File: src/rtl/core/ffba_pkg.sv
// ----------------------------------------------------------------------------
// ffba_pkg
// Shared types and constants of the first-fit block allocator: operation
// codes, controller-to-datapath command and datapath status structs.
// ----------------------------------------------------------------------------
package ffba_pkg;

  localparam int MEM_BLOCKS_DEF    = 1024;
  localparam int MAX_PROCESSES_DEF = 256;

  localparam int MODE_W   = 2;
  localparam int ID_W     = 8;
  localparam int BLOCK_W  = $clog2(MEM_BLOCKS_DEF);
  localparam int COUNT_W  = BLOCK_W + 1;

  localparam logic [BLOCK_W-1:0] REGION_START_RST = BLOCK_W'(64);

  typedef enum logic [MODE_W-1:0] {
    MODE_ALLOC   = 2'd0,
    MODE_FREE    = 2'd1,
    MODE_COMPACT = 2'd2
  } mode_t;

  // Map scan engine: what a read pass over the owner map is doing
  typedef enum logic [1:0] {
    SCAN_NONE  = 2'd0,
    SCAN_ALLOC = 2'd1,
    SCAN_MOVE  = 2'd2,
    SCAN_FIX   = 2'd3
  } scan_t;

  // Map write sweep: where its bounds come from
  typedef enum logic [1:0] {
    SWEEP_NONE = 2'd0,
    SWEEP_FREE = 2'd1,
    SWEEP_TAIL = 2'd2
  } sweep_t;

  typedef struct packed {
    logic   latch;        // capture the input beat
    scan_t  scan_init;    // load scan pointers for the given pass
    scan_t  scan_kind;    // run the given pass this cycle
    sweep_t sweep_init;   // load sweep bounds
    logic   sweep_run;    // write one map entry if in range
    logic   sweep_mark;   // sweep writes the owner id, else empty
    logic   set_fail;     // flag no-space result
    logic   result_load;  // move result into the output register
  } cmd_t;

  typedef struct packed {
    mode_t mode;
    logic  req_bad;       // allocate request that cannot succeed
    logic  id_bad;
    logic  region_bad;
    logic  scan_done;
    logic  scan_hit;
    logic  sweep_done;
    logic  out_free;
  } stat_t;

endpackage

File: src/rtl/core/ffba_ctrl.sv
// ----------------------------------------------------------------------------
// ffba_ctrl
// Operation sequencer: clear pass, allocate, free and compact passes.
// ----------------------------------------------------------------------------
module ffba_ctrl (
  input  logic            clk,
  input  logic            rst,
  input  logic            in_valid,
  output logic            in_ready,
  input  ffba_pkg::stat_t stat,
  output ffba_pkg::cmd_t  cmd
);

  typedef enum logic [10:0] {
    S_CLEAR  = 11'b00000000001,
    S_IDLE   = 11'b00000000010,
    S_DECODE = 11'b00000000100,
    S_A_SCAN = 11'b00000001000,
    S_A_MARK = 11'b00000010000,
    S_F_LD   = 11'b00000100000,
    S_F_CLR  = 11'b00001000000,
    S_C_MOVE = 11'b00010000000,
    S_C_TAIL = 11'b00100000000,
    S_C_FIX  = 11'b01000000000,
    S_DONE   = 11'b10000000000
  } state_t;

  state_t state, state_next;

  always_ff @(posedge clk) begin
    if (rst) begin
      state <= S_CLEAR;
    end else begin
      state <= state_next;
    end
  end

  assign in_ready = (state == S_IDLE);

  always_comb begin
    state_next = state;
    cmd        = '{latch: 1'b0, scan_init: ffba_pkg::SCAN_NONE,
                   scan_kind: ffba_pkg::SCAN_NONE, sweep_init: ffba_pkg::SWEEP_NONE,
                   sweep_run: 1'b0, sweep_mark: 1'b0, set_fail: 1'b0,
                   result_load: 1'b0};
    case (state)
      S_CLEAR: begin
        cmd.sweep_run = 1'b1;
        if (stat.sweep_done) state_next = S_IDLE;
      end
      S_IDLE: begin
        if (in_valid) begin
          cmd.latch  = 1'b1;
          state_next = S_DECODE;
        end
      end
      S_DECODE: begin
        case (stat.mode)
          ffba_pkg::MODE_ALLOC: begin
            if (stat.req_bad) begin
              cmd.set_fail = 1'b1;
              state_next   = S_DONE;
            end else begin
              cmd.scan_init = ffba_pkg::SCAN_ALLOC;
              state_next    = S_A_SCAN;
            end
          end
          ffba_pkg::MODE_FREE: begin
            state_next = stat.id_bad ? S_DONE : S_F_LD;
          end
          ffba_pkg::MODE_COMPACT: begin
            if (stat.region_bad) begin
              state_next = S_DONE;
            end else begin
              cmd.scan_init = ffba_pkg::SCAN_MOVE;
              state_next    = S_C_MOVE;
            end
          end
          default: state_next = S_DONE;
        endcase
      end
      S_A_SCAN: begin
        cmd.scan_kind = ffba_pkg::SCAN_ALLOC;
        if (stat.scan_hit) begin
          state_next = S_A_MARK;
        end else if (stat.scan_done) begin
          cmd.set_fail = 1'b1;
          state_next   = S_DONE;
        end
      end
      S_A_MARK: begin
        cmd.sweep_run  = 1'b1;
        cmd.sweep_mark = 1'b1;
        if (stat.sweep_done) state_next = S_DONE;
      end
      S_F_LD: begin
        cmd.sweep_init = ffba_pkg::SWEEP_FREE;
        state_next     = S_F_CLR;
      end
      S_F_CLR: begin
        cmd.sweep_run = 1'b1;
        if (stat.sweep_done) state_next = S_DONE;
      end
      S_C_MOVE: begin
        cmd.scan_kind = ffba_pkg::SCAN_MOVE;
        if (stat.scan_done) begin
          cmd.sweep_init = ffba_pkg::SWEEP_TAIL;
          state_next     = S_C_TAIL;
        end
      end
      S_C_TAIL: begin
        cmd.sweep_run = 1'b1;
        if (stat.sweep_done) begin
          cmd.scan_init = ffba_pkg::SCAN_FIX;
          state_next    = S_C_FIX;
        end
      end
      S_C_FIX: begin
        cmd.scan_kind = ffba_pkg::SCAN_FIX;
        if (stat.scan_done) state_next = S_DONE;
      end
      S_DONE: begin
        if (stat.out_free) begin
          cmd.result_load = 1'b1;
          state_next      = S_IDLE;
        end
      end
      default: state_next = S_CLEAR;
    endcase
  end

endmodule

File: config.mk
export PLATFORM = sky130hd
export DESIGN_NAME = ffba_ctrl
export DESIGN_NICKNAME = d
export VERILOG_FILES = /design/src/rtl/core/ffba_pkg.sv /design/src/rtl/core/ffba_ctrl.sv
export SDC_FILE = /design/constraint.sdc
export NUM_CORES = 1
export LEC_CHECK = 0
export BUFFER_PORTS_ARGS = -buffer_cell sky130_fd_sc_hd__buf_2
export CAP_MARGIN = 40
export CORE_UTILIZATION = 40
export CTS_BUF_LIST = sky130_fd_sc_hd__clkbuf_16
export CTS_CLUSTER_DIAMETER = 120
export CTS_CLUSTER_SIZE = 16
export DETAILED_ROUTE_END_ITERATION = 6
export GPL_ROUTABILITY_DRIVEN = 1
export PLACE_DENSITY = 0.65
export SLEW_MARGIN = 20
export SYNTH_ARGS = -nofsm -noshare
export SYNTH_HDL_FRONTEND = slang
export SYNTH_SLANG_ARGS = --single-unit
export TNS_END_PERCENT = 50
File: constraint.sdc
create_clock -name clk -period 3.6 [get_ports clk]
set_input_delay 0.72 -clock clk [delete_from_list [all_inputs] [get_ports clk]]
set_output_delay 0.72 -clock clk [all_outputs]
set_load 0.005 [all_outputs]
==> flow_summary.ini <==
[outcome]
status = complete, no violations

[sta]
rsz0062_at_grt = false
timing.fmax_ghz = 0.340
fin_worst_skew_ns = 0.00225
maxSlewHeadroom_pct = 56.0
finalCriticalPeriod_ns = 2.94
worstMarginPinSlew_ns = 0.656
fin_crit_sh_pct = 81.6
finalSetupTns_ns = 0
setup_viol = 0
slew_violations = 0
timing.final.hold_violations = 0

[floorplan]
initial_core_util_pct = 44.7
std_cell_rows = 16
fp.dieH_um = 49.8
die_w_um = 49.8
die_area_um2 = 2480
core-area_um2 = 2040
ios = 24

[setup_path]
worst_path_max_delay_cell = or4b_1
critPathTopFamily = simple AND/OR/NAND/NOR gates
cp_num_cells = 5
path_buf_inv = 1
critPathMaxStageDelay_ns = 0.57
cp-startpoint = state[9]
cp.arrival_ns = 2.22
r2r_slack_ns = 1.52
reg2reg_from = state[0]
critPathCaptureType = primary output
cp_max_fo = 9
rr_worst_depth = 5
critPathLaunchType = flip-flop
criticalPathCategory = reg -> out
crit_path_cell_trace = nor3_1, nand4_1, or4b_1, nand2_1, buf_2
worstPathRequired_ns = 2.88

[synth]
yosys.area.top_type = dfxtp_1
synth_nets = 126
ys_seq_area_share_pct = 24.1
synth_seq_cells = 11
synth_flop_cell = dfxtp_1
synth.area.top_cells = dfxtp_1 24%, nand4_1 5.5%, a21oi_1 4.9%
synth_edf_count = 0
async_reset_ff_share_pct = 0
yosysWarnings = 0
ys_types = 45
synthCells = 114
synth_top_area_share_pct = 24.1
syn-cell-area_um2 = 912
synthTopCellsByCount = 11 x dfxtp_1, 9 x a21oi_1, 9 x nor2_1
syn_area_per_cell_um2 = 8.00
synth.most_common_cell = dfxtp_1

[clock_tree]
numCtsBuffers = 3
ctsResizeCount = 0
cts_max_level = 1
cts_hold_buf = 0
cts_setup_buffers = 0
cts_tree = yes
root_buffer = clkbuf_16
cts_num_sinks = 11
clkTransAtPathRegs_ns = 0.04
clk_latency_ns = 0.24
clock_path_buffers = 2

[power]
p_leak_nw = 0.465
ir_drop_uv = 325
powerDensity_nw_per_um2 = 497

[place]
gp_congestion = 1.00
post-place-cells = 155
portBuffers = 23
dp_hpwl_um = 1860

[final_layout]
regMostFlops = state
largest_reg_flops = 11
antenna_cells = 0
layout.cells.non_filler = 159
finalNetCount = 145
drive_above_1_share_pct = 26.5
reg_top3 = state: 11 flops
syn_to_final_growth_pct = 17.3

[detailed_routing]
drc = 0
wirelength_um = 2370
first_iter_violations = 31
wl_per_cell_um = 14.9
wl_met1_um = 1030
viasPerCell = 5.86
num_vias = 932
dr_wl_met3_um = 222
dr_wl_met2_um = 1080
ant_nets = 0
drtPass1Iterations = 4
dr.max_layer_used = met4

[global_route]
track_usage_pct = 22.2
grt.overflow.total = 0
grt_pass1_vias = 876
antenna_found_initial = 0
grt_pass1_wl_um = 4080
grt_max_degree = 11

[min_path]
hold_path_class = reg -> reg
hold_start = state[0]
whs_path_depth = 2

[run]
maxCapViolations = 0
[where the power goes]
group / switching [mW] / internal [mW]
clock network: 0.0547 / 0.146
registers: 0.0257 / 0.134
logic: 0.0887 / 0.0830
[logic make-up after synthesis]
kind of cell / synth area share (%)
AOI/OAI and AO/OA: 16.9
xor gates and xnor gates: 4.80
buffers and inverters: 9.33
DFF: 24.1
and+or+nand+nor: 44.9
[worst paths after layout]
| check | endpoint |
|---|---|
| worst max-delay path | cmd[9] |
| worst min-delay path | state[0] |
| worst max register to register | state[10] |
| worst min register to register | state[0] |
[per-stage QoR]
step / total power [mW] / hold WS, ns / cell area (µm²) / setup WS [ns] / util (%)
5_1_grt: 0.566 / 0.659 / 1070 / 0.510 / 52.4
2_1_floorplan: 0.291 / 0.576 / 912 / 1.23 / -
4_1_cts: 0.533 / 0.602 / 1070 / 0.692 / 52.4
3_3_place_gp: 0.333 / 0.600 / 991 / 1.01 / 48.5
3_5_place_dp: 0.332 / 0.600 / 991 / 0.955 / 48.5
6_report: 0.532 / 0.603 / 1070 / 0.662 / 52.4
[placed cells by master, fill, tap and decap left out, drive strengths merged]
cell type / Yosys / final
a211o: 1 / 1
a21oi: 10 / 10
a41oi: 1 / 1
and2: 3 / 3
and3: 2 / 2
and4: 2 / 2
buf: 7 / 23
clkbuf: 2 / 3
dfxtp: 11 / 11
inv: 4 / 5
nand2: 8 / 8
nand2b: 2 / 2
nand3: 2 / 2
nand4: 8 / 8
nand4b: 1 / 1
nor2: 9 / 9
nor2b: 1 / 1
nor3: 7 / 7
nor3b: 1 / 1
nor4: 4 / 4
nor4b: 3 / 3
nor4bb: 1 / 1
o2111ai: 1 / 1
o211a: 1 / 1
o211ai: 1 / 1
o21a: 1 / 1
o21ai: 3 / 3
o22a: 1 / 1
o31ai: 2 / 2
o32a: 1 / 1
or2: 1 / 1
or2b: 2 / 2
or3: 3 / 3
or4: 1 / 1
or4b: 1 / 1
xnor2: 1 / 1
xor2: 4 / 4
[cell type report]
type | instances | area, µm²
fillers | 209 | 972
clock inverters | 1 | 3.75
multi-input cells | 90 | 607
inverters | 4 | 15.0
clock buffers | 3 | 75.1
well taps | 27 | 33.8
repair buffers | 23 | 115
flip-flops and latches | 11 | 220
[layer usage]
layer	track usage, %	up-vias
met5	0	-
met4	8.57	0
met3	5.25	5
met2	36.9	46
met1	27.3	416
li1	-	465
[tightest hold or removal path: stages (launching register included)]
cell and delay [ns]:
dfxtp_1 0.40, o31ai_1 0.10, nand2_1 0.05
No activity file was read; power rests on OpenSTA's default activity.
